==> config.mk <==
export PLATFORM = sky130hd
export DESIGN_NAME = modular_exponentiation_core
export DESIGN_NICKNAME = d
export VERILOG_FILES = /design/src/hw/rtl/mexp_pkg.sv /design/src/hw/rtl/mexp_modmul.sv /design/src/hw/rtl/modular_exponentiation_core.sv
export SDC_FILE = /design/constraint.sdc
export NUM_CORES = 2
export LEC_CHECK = 0
export ABC_CLOCK_PERIOD_IN_PS = 19350
export BUFFER_PORTS_ARGS = -buffer_cell sky130_fd_sc_hd__buf_2
export CAP_MARGIN = 40
export CORE_MARGIN = 2
export CORE_UTILIZATION = 55
export CTS_CLUSTER_SIZE = 8
export DETAILED_ROUTE_END_ITERATION = 7
export GPL_TIMING_DRIVEN = 0
export MAX_ROUTING_LAYER = met4
export PLACE_DENSITY = 0.81
export SLEW_MARGIN = 10
export SYNTH_ARGS = -nofsm -noshare
export SYNTH_HDL_FRONTEND = slang
export SYNTH_SLANG_ARGS = --single-unit
==> constraint.sdc <==
create_clock -name clk -period 19.35 [get_ports clk]
set_input_delay 0.9675 -clock clk [delete_from_list [all_inputs] [get_ports clk]]
set_output_delay 0.9675 -clock clk [all_outputs]
set_load 0.005 [all_outputs]
==> src/hw/rtl/mexp_pkg.sv <==
package mexp_pkg;

	localparam int DATA_W    = 32;
	localparam int PROD_W    = 2 * DATA_W;
	localparam int CNT_W     = $clog2(DATA_W);
	localparam int CFG_IDX_W = 1;

	typedef logic [DATA_W-1:0] word_t;
	typedef logic [CFG_IDX_W-1:0] cfg_idx_t;

	localparam cfg_idx_t REG_EXPONENT = 1'b0;
	localparam cfg_idx_t REG_MODULUS  = 1'b1;

	typedef enum logic {
		MM_IDLE,
		MM_RED
	} mm_state_t;

	typedef enum logic [2:0] {
		ST_IDLE,
		ST_SCAN,
		ST_SQR,
		ST_SQR_W,
		ST_MUL,
		ST_MUL_W
	} seq_state_t;

endpackage

==> src/hw/rtl/mexp_modmul.sv <==
module mexp_modmul (
	input  logic            clk,
	input  logic            arst_n,
	input  logic            go,
	input  mexp_pkg::word_t a,
	input  mexp_pkg::word_t b,
	input  mexp_pkg::word_t m,
	output logic            done,
	output mexp_pkg::word_t res
);
	import mexp_pkg::*;

	mm_state_t         state_q, state_d;
	word_t             rem_q, lo_q, res_q;
	logic [CNT_W-1:0]  cnt_q;
	logic              done_q;
	logic [PROD_W-1:0] prod;
	logic [DATA_W:0]   trial, diff;
	word_t             rem_next;
	logic              fits, last, load, step, mod_zero;

	// one 32x32 multiply, registered straight into the reduction registers
	assign prod     = PROD_W'(a) * PROD_W'(b);
	assign mod_zero = (m == '0);

	// restoring reduction, one product bit per cycle; high word is already below m
	assign trial    = {rem_q, lo_q[DATA_W-1]};
	assign diff     = trial - {1'b0, m};
	assign fits     = ~diff[DATA_W];
	assign rem_next = fits ? diff[DATA_W-1:0] : trial[DATA_W-1:0];
	assign last     = (cnt_q == CNT_W'(DATA_W - 1));

	always_comb begin
		state_d = state_q;
		load    = 1'b0;
		step    = 1'b0;
		case (state_q)
			MM_IDLE: begin
				if (go) begin
					load = 1'b1;
					if (!mod_zero)
						state_d = MM_RED;
				end
			end
			MM_RED: begin
				step = 1'b1;
				if (last)
					state_d = MM_IDLE;
			end
			default: state_d = MM_IDLE;
		endcase
	end

	always_ff @(posedge clk or negedge arst_n) begin
		if (!arst_n) begin
			state_q <= MM_IDLE;
			done_q  <= 1'b0;
		end else begin
			state_q <= state_d;
			done_q  <= (load && mod_zero) || (step && last);
		end
	end

	always_ff @(posedge clk) begin
		if (load) begin
			rem_q <= prod[PROD_W-1:DATA_W];
			lo_q  <= prod[DATA_W-1:0];
			cnt_q <= '0;
			// modulus zero: plain wrap to the word
			if (mod_zero)
				res_q <= prod[DATA_W-1:0];
		end else if (step) begin
			rem_q <= rem_next;
			lo_q  <= lo_q << 1;
			cnt_q <= cnt_q + CNT_W'(1);
			if (last)
				res_q <= rem_next;
		end
	end

	assign done = done_q;
	assign res  = res_q;

	a_rem_below_mod: assert property (@(posedge clk) disable iff (!arst_n)
		state_q == MM_RED |-> rem_q < m)
		else $error("partial remainder not below modulus");

	a_go_when_idle: assert property (@(posedge clk) disable iff (!arst_n)
		go |-> state_q == MM_IDLE)
		else $error("operation issued while reduction in progress");

endmodule

==> src/hw/rtl/modular_exponentiation_core.sv <==
// Channel   Signals                                 Transfer
// input     start, busy, base                       start && !busy at clk edge
// result    done, power_mod                         done high for one cycle
// config    cfg_wr_en, cfg_index, cfg_data          cfg_wr_en at clk edge
//
// Each square or multiply uses one shared multiplier plus a 32-step restoring
// reduction, skipped when the modulus is zero. Exponent zero answers in the next
// cycle. arst_n clears control and sets both registers to 1. No stall on results.
module modular_exponentiation_core (
	input  logic               clk,
	input  logic               arst_n,
	input  logic               start,
	output logic               busy,
	input  mexp_pkg::word_t    base,
	output logic               done,
	output mexp_pkg::word_t    power_mod,
	input  logic               cfg_wr_en,
	input  mexp_pkg::cfg_idx_t cfg_index,
	input  mexp_pkg::word_t    cfg_data
);
	import mexp_pkg::*;

	seq_state_t       state_q, state_d;
	word_t            exponent_q, modulus_q;
	word_t            base_q, exp_q, mod_q, acc_q, pm_q;
	logic [CNT_W-1:0] cnt_q;
	logic             done_q;
	logic             accept, go, mul_sel, acc_ld, shift, fin, fin_one;
	logic             mm_done;
	word_t            mm_res, mm_b;

	assign busy   = (state_q != ST_IDLE);
	assign accept = start && !busy;
	assign mm_b   = mul_sel ? base_q : acc_q;

	mexp_modmul u_modmul (
		.clk    (clk),
		.arst_n (arst_n),
		.go     (go),
		.a      (acc_q),
		.b      (mm_b),
		.m      (mod_q),
		.done   (mm_done),
		.res    (mm_res)
	);

	always_comb begin
		state_d = state_q;
		go      = 1'b0;
		mul_sel = 1'b0;
		acc_ld  = 1'b0;
		shift   = 1'b0;
		fin     = 1'b0;
		fin_one = 1'b0;
		case (state_q)
			ST_IDLE: begin
				if (start) begin
					if (exponent_q == '0)
						fin_one = 1'b1;
					else
						state_d = ST_SCAN;
				end
			end
			// skip leading zeros of the exponent
			ST_SCAN: begin
				if (exp_q[DATA_W-1])
					state_d = ST_SQR;
				else
					shift = 1'b1;
			end
			ST_SQR: begin
				go      = 1'b1;
				state_d = ST_SQR_W;
			end
			ST_SQR_W: begin
				if (mm_done) begin
					acc_ld = 1'b1;
					if (exp_q[DATA_W-1]) begin
						state_d = ST_MUL;
					end else if (cnt_q == '0) begin
						fin     = 1'b1;
						state_d = ST_IDLE;
					end else begin
						shift   = 1'b1;
						state_d = ST_SQR;
					end
				end
			end
			ST_MUL: begin
				go      = 1'b1;
				mul_sel = 1'b1;
				state_d = ST_MUL_W;
			end
			ST_MUL_W: begin
				if (mm_done) begin
					acc_ld = 1'b1;
					if (cnt_q == '0) begin
						fin     = 1'b1;
						state_d = ST_IDLE;
					end else begin
						shift   = 1'b1;
						state_d = ST_SQR;
					end
				end
			end
			default: state_d = ST_IDLE;
		endcase
	end

	always_ff @(posedge clk or negedge arst_n) begin
		if (!arst_n) begin
			state_q    <= ST_IDLE;
			done_q     <= 1'b0;
			exponent_q <= word_t'(1);
			modulus_q  <= word_t'(1);
		end else begin
			state_q <= state_d;
			done_q  <= fin || fin_one;
			if (cfg_wr_en) begin
				case (cfg_index)
					REG_EXPONENT: exponent_q <= cfg_data;
					REG_MODULUS:  modulus_q  <= cfg_data;
					default:      ;
				endcase
			end
		end
	end

	always_ff @(posedge clk) begin
		if (accept) begin
			base_q <= base;
			exp_q  <= exponent_q;
			mod_q  <= modulus_q;
			cnt_q  <= CNT_W'(DATA_W - 1);
			acc_q  <= word_t'(1);
		end else begin
			if (shift) begin
				exp_q <= exp_q << 1;
				cnt_q <= cnt_q - CNT_W'(1);
			end
			if (acc_ld)
				acc_q <= mm_res;
		end
		if (fin)
			pm_q <= mm_res;
		else if (fin_one)
			pm_q <= word_t'(1);
	end

	assign done      = done_q;
	assign power_mod = pm_q;

	a_mm_done_waited: assert property (@(posedge clk) disable iff (!arst_n)
		mm_done |-> (state_q == ST_SQR_W || state_q == ST_MUL_W))
		else $error("modmul result arrived outside a wait state");

	a_acc_reduced: assert property (@(posedge clk) disable iff (!arst_n)
		(state_q == ST_MUL && mod_q != '0) |-> acc_q < mod_q)
		else $error("accumulator not reduced before multiply");

	a_done_idle: assert property (@(posedge clk) disable iff (!arst_n)
		done |-> !busy)
		else $error("result strobe while still working");

endmodule
==> After elaboration in Yosys (flattened, before gate mapping) <==
Cells that the tools add are included.
{ "totals": {"register_bits": 336, "out_inout_bits": 34, "elab_cells": 102} }
{ "op_classes": {"n_addsub": 3, "multipliers": 1, "eq_ne": 12, "mux": 47, "n_bitwise": 2, "reduce_logical": 21} }
{ "op_table": {"columns": ["cell", "count"], "rows": [
  ["$mux 32", 14],
  ["$logic_not 32->1", 2],
  ["$mul 32x32->64", 1],
  ["$sub 33x32->33", 1],
  ["$mux 1", 22],
  ["$mux 3", 6],
  ["$pmux 3 s6", 1],
  ["$ne 2x2->1 const B", 4],
  ["$reduce_bool 2->1", 4],
  ["$eq 3x2->1 const B", 2],
  ["$eq 3x3->1 const B", 2],
  ["$add 5x1->5 const B", 1],
  ["$eq 5x5->1 const B", 1],
  ["$logic_not 5->1", 1],
  ["$reduce_and 5->1", 1],
  ["$sub 5x1->5 const B", 1],
  ["$ne 2x1->1 const B", 2],
  ["$pmux 1 s2", 2],
  ["$reduce_and 2->1", 2],
  ["$reduce_or 2->1", 2],
  ["$eq 3x1->1 const B", 1],
  ["$logic_and 1x1->1", 3],
  ["$logic_not 3->1", 1],
  ["$pmux 1 s3", 1],
  ["6 further kinds", 8]
]} }

==> Longest topological paths before layout <==
{ "logic_depth": {"ltp_word": 7, "depth_mapped": 37, "ltp_nobuf": 32} }

==> Modules after synthesis <==
From an unflattened synthesis, not the netlist that was laid out.
{ "unflattened": {"cells_unflattened": 4902, "area_unflattened_um2": 48307.6} }
{ "by_module_without_submodules": {"columns": ["mod", "n_inst", "cells_each", "area_per_inst_um2", "seq_area_each_um2"], "rows": [
  ["mexp_modmul", 1, 4320, 39402.8, 3032.9],
  ["modular_exponentiation_core", 1, 582, 8904.8, 6288.5]
]} }

==> Worst setup path after synthesis <==
OpenSTA, ideal clock, no wires.
{ "synth_path": {"kind": "reg-to-reg", "start": "register state_q[1]", "end": "register u_modmul.rem_q[30] (data pin)", "arrival_ns": 8.168, "t_required_ns": 19.078, "slack_ns": 10.911, "stages_incl_launch_ff": 32, "n_path_buf": 4, "synth_period_minus_slack_ns": 8.439, "path_cell_list": "dfrtp_1 > clkbuf_1 > nor2_1 > and2_1 > clkbuf_1 > buf_1 > mux2i_1 > clkbuf_1 > nor2b_1 > fa_1 > fa_1 > inv_1 > fa_1 > fa_1 > inv_1 > fa_1 > fa_1 > fa_1 > inv_1 > fa_1 > inv_1 > ha_1 > a21oi_1 > o21ai_0 > a2111o_1 > a31oi_1 > o22ai_1 > o41ai_2 > a21oi_1 > o22ai_1 > xor2_1 > mux2i_1"} }
{ "synth_via": {"elab_chain_len": 6, "elab_cells_between_ends": 10, "cone_classes": "mul: 1; eq/ne: 2; mux: 6; reduce/logical: 1"} }
{ "synth_lines": {"columns": ["item", "line_no", "text"], "rows": [
  ["from (decl)", "modular_exponentiation_core.sv:23", "seq_state_t state_q, state_d;"],
  ["from (signal assigned)", "modular_exponentiation_core.sv:117", "state_q <= state_d;"],
  ["branches (longest 5 deep; another with $mul 32x32->64)", null, null],
  ["$mux 32 (*)", "mexp_modmul.sv:65", "if (load) begin"],
  ["to (signal assigned)", "mexp_modmul.sv:66", "rem_q <= prod[PROD_W-1:DATA_W];"],
  ["to (signal assigned)", "mexp_modmul.sv:73", "rem_q <= rem_next;"],
  ["to (decl)", "mexp_modmul.sv:14", "word_t rem_q, lo_q, res_q;"]
]} }
Mark *: on every way between the ends.
A chain may end at the register's enable or synchronous reset.

==> Worst setup path after layout <==
{ "layout_path": {"start": "register state_q[1]", "end": "register u_modmul.rem_q[24] (data pin)"} }
The elaborated chain is that of the path after synthesis.

==> impl_metrics.toml <==
[drt]
viasPerCell = 5.864
wl_um = 178600
dr.pass1.iters = 8
ant_nets = 0
drc = 0
wire_per_inst_um = 27.31
drtIter0Drc = 4152
vias = 38354

[timing]
fin_skew_ns = 0.07736
finalHoldViolations = 0
finalSetupViolCount = 0
max_freq_mhz = 87.35
worstMarginPinSlew_ns = 1.029
fin_ws_ns = 7.901
timing.hold.ws_ns = 0.2708
period_minus_slack_ns = 11.45
worst_slew_margin_rel_pct = 31.39
final_max_slew_viol_count = 0
rsz0062_at_grt = "false"
period_share_pct = 59.17
tns_ns = 0

[synth]
synth_sequential_area_ratio_pct = 19.21
synth_area_leaders = "fa_1, edfxtp_1, ha_1"
async_reset_ff_share_pct = 20.83
synth_nets = 6334
synthCells = 5070
synth_area_leader_cell = "fa_1"
yosysWarnings = 0
synth_area_mm2 = 0.04852
yosys.area.top_type_share_pct = 37.01
synth_cell_type_count = 87
synth.avg_cell_area_um2 = 9.571
synth_ff_type = "edfxtp_1"
synth-edff-count = 224
ys_ff_latch = 336

[pwr]
p_leak_nw = 25.29
ir_drop_mv = 0.1126
p_per_area_mw_per_mm2 = 149.9
p_total_mw = 8.008

[place]
hpwlAfterDp_um = 151900
place_area_mm2 = 0.05183
io_buffers = 102
gp_congestion = 1.071
preCtsSetupSlack_ns = 8.204

[cts]
post_cts_resized = 0
cts_tree = "yes"
cts_buffers = 50
worstSkewPairLatency_ns = 0.69
cts_buffer_depth = 3
post_cts_buffers = 0
cts_max_level = 2
cts.clk_slew.worst_paths_ns = 0.06
ctsHoldBuffers = 0
cts.sinks = 336
clockRootBuffer = "clkbuf_16"

[global_routing]
grt_pass1_vias = 39872
antenna_found_initial = 17
grt_max_degree = 65
overflow = 0
grt.total_usage_pct = 42.07
grt_pass1_wl_um = 264000

[cells_and_area]
layout-drive-gt1-share_pct = 6.877
nets = 6590
area_growth_pct = 10.12
fin_area_mm2 = 0.05343

[floorplan]
die_y_um = 301.0
die_x_um = 301.0
ios = 103
die_area_mm2 = 0.09062
start_util_pct = 55.67
row_count = 108
core_area_mm2 = 0.08716

[worst_setup_path]
critical_path_arrival_ns = 11.79
cp-start-kind = "flip-flop"
slowest_stage = "clkbuf_1"
crit_path_end_kind = "flip-flop"
crit_required_ns = 19.69
critical_path_peak_fanout = 10
crit_path_max_incr_delay_ns = 0.71
cp_common_cell = "fa_1"
crit_type = "flip-flop to flip-flop"

[worst_hold_path]
min_path_type = "primary input to asynchronous set/reset pin"

[run]
max_cap_viol_count = 0

[status]
status = "finished clean"
==> cells in the final DEF, fill, tap and decap left out, types with 42 or more instances in the layout <==
| master | Yosys | routed |
|---|---|---|
| nor2b_1 | 71 | 71 |
| clkbuf_16 | 0 | 51 |
| and2_1 | 508 | 508 |
| edfxtp_1 | 224 | 224 |
| clkbuf_1 | 262 | 295 |
| fa_1 | 897 | 897 |
| buf_6 | 1 | 49 |
| dfxtp_1 | 42 | 42 |
| a21oi_1 | 147 | 147 |
| buf_2 | 5 | 108 |
| inv_1 | 932 | 931 |
| xnor2_1 | 59 | 59 |
| nor2_1 | 71 | 71 |
| o21ai_0 | 77 | 77 |
| ha_1 | 298 | 298 |
| mux2_2 | 64 | 64 |
| buf_8 | 0 | 50 |
| nand2_1 | 873 | 873 |
| dfrtp_1 | 68 | 68 |
| and3_1 | 43 | 43 |
==> power by group <==
part / switching (mW) / internal (mW) / total, mW / leakage [nW]
combinational: 3.98 / 1.97 / 5.95 / 21.4
sequential: 0.169 / 1.04 / 1.21 / 3.22
clock: 0.356 / 0.498 / 0.854 / 0.719
total: 4.50 / 3.51 / 8.01 / 25.3
==> layout make-up <==
class,count,area [um2]
clock inverter,6,112.6
antenna,20,50.05
timing repair buffer,204,1862
buffer,288,1121
clock buffer,86,1418
multi-input combinational,3513,34600
tap,1155,1445
sequential,336,9321
fill,7352,33730
inverter,933,3505
==> synthesized netlist by cell type (8+ instances only) <==
library cell / number
a211oi_1: 8
nand2_1: 873
inv_1: 932
ha_1: 298
edfxtp_1: 224
nor2_1: 71
o21ai_1: 23
and2_1: 508
a21o_1: 40
buf_1: 16
fa_1: 897
mux2_2: 64
and3_1: 43
xor2_1: 36
o21a_1: 38
a31oi_1: 8
clkbuf_1: 262
xnor2_1: 59
mux2i_1: 33
nand3_1: 18
nor3_1: 13
nor4_1: 20
a21oi_1: 147
nand4_1: 21
dfxtp_1: 42
nand2b_1: 18
o21bai_1: 16
o21ai_0: 77
dfrtp_1: 68
nor2b_1: 71
==> per-layer routing <==
layer / vias up / global-route usage, % / part of all wire, %
met2: 2377 / 61.64 / 43
met1: 19326 / 53.22 / 38
met5: - / - / 0
met3: 614 / 11.20 / 12
li1: 16037 / - / -
met4: 0 / 23.28 / 7.4
==> state kept, by name (all words and copies together), names as in the netlist, 5 cells and up <==
register,cells
u_modmul.rem_q,32
mod_q,32
u_modmul.cnt_q,5
power_mod,32
u_modmul.res,32
exp_q,32
u_modmul.lo_q,32
acc_q,32
exponent_q,32
modulus_q,32
cnt_q,5
base_q,32
==> worst paths after layout <==
path | start | endpoint | slack [ns] | depth (start not counted)
worst min-delay path | arst_n | exponent_q[15]$_DFFE_PN0P_ | 0.27 | 1
min in group clk | modulus_q[2]$_DFFE_PN0P_ | mod_q[2]$_DFFE_PP_ | 0.41 | 0
worst max-delay path | state_q[1]$_DFFE_PN0P_ | u_modmul.rem_q[24]$_DFFE_PP_ | 7.90 | 33
worst min register to register | modulus_q[2]$_DFFE_PN0P_ | mod_q[2]$_DFFE_PP_ | 0.41 | 0
worst max register to register | state_q[1]$_DFFE_PN0P_ | u_modmul.rem_q[24]$_DFFE_PP_ | 7.90 | 33
max in group asynchronous | arst_n | modulus_q[0]$_DFFE_PN1P_ | 18.47 | 2
==> critical path, delay by kind of cell, from the launching register on <==
family | cells | cell delay (ns)
muxes | 1 | 0.12
buffers and inverters | 9 | 2.65
AOI/OAI and AO/OA | 6 | 2.04
xor gates and xnor gates | 1 | 0.27
and+or+nand+nor | 7 | 1.16
DFF | 1 | 0.38
adders and majority gates | 9 | 4.46
==> stage by stage <==
stage	instances	utilization (%)
after global placement	6327	57.92
after floorplan	5070	-
after detailed placement	6427	59.46
after global routing	6529	61.27
after CTS	6519	61.22
final	6541	61.30
==> kinds of logic after synthesis <==
logic type               Yosys count  share of synthesized area (%)
AO/OA/AOI/OAI                    442                          5.833
XOR/XNOR                          96                          1.748
adder cells (fa/ha/maj)         1196                          44.71
buffers and inverters           1221                          9.520
flip-flops                       336                          19.21
multiplexers                      97                          2.166
AND/OR/NAND/NOR                 1682                          16.81
Power figures use the tool's default switching activity.
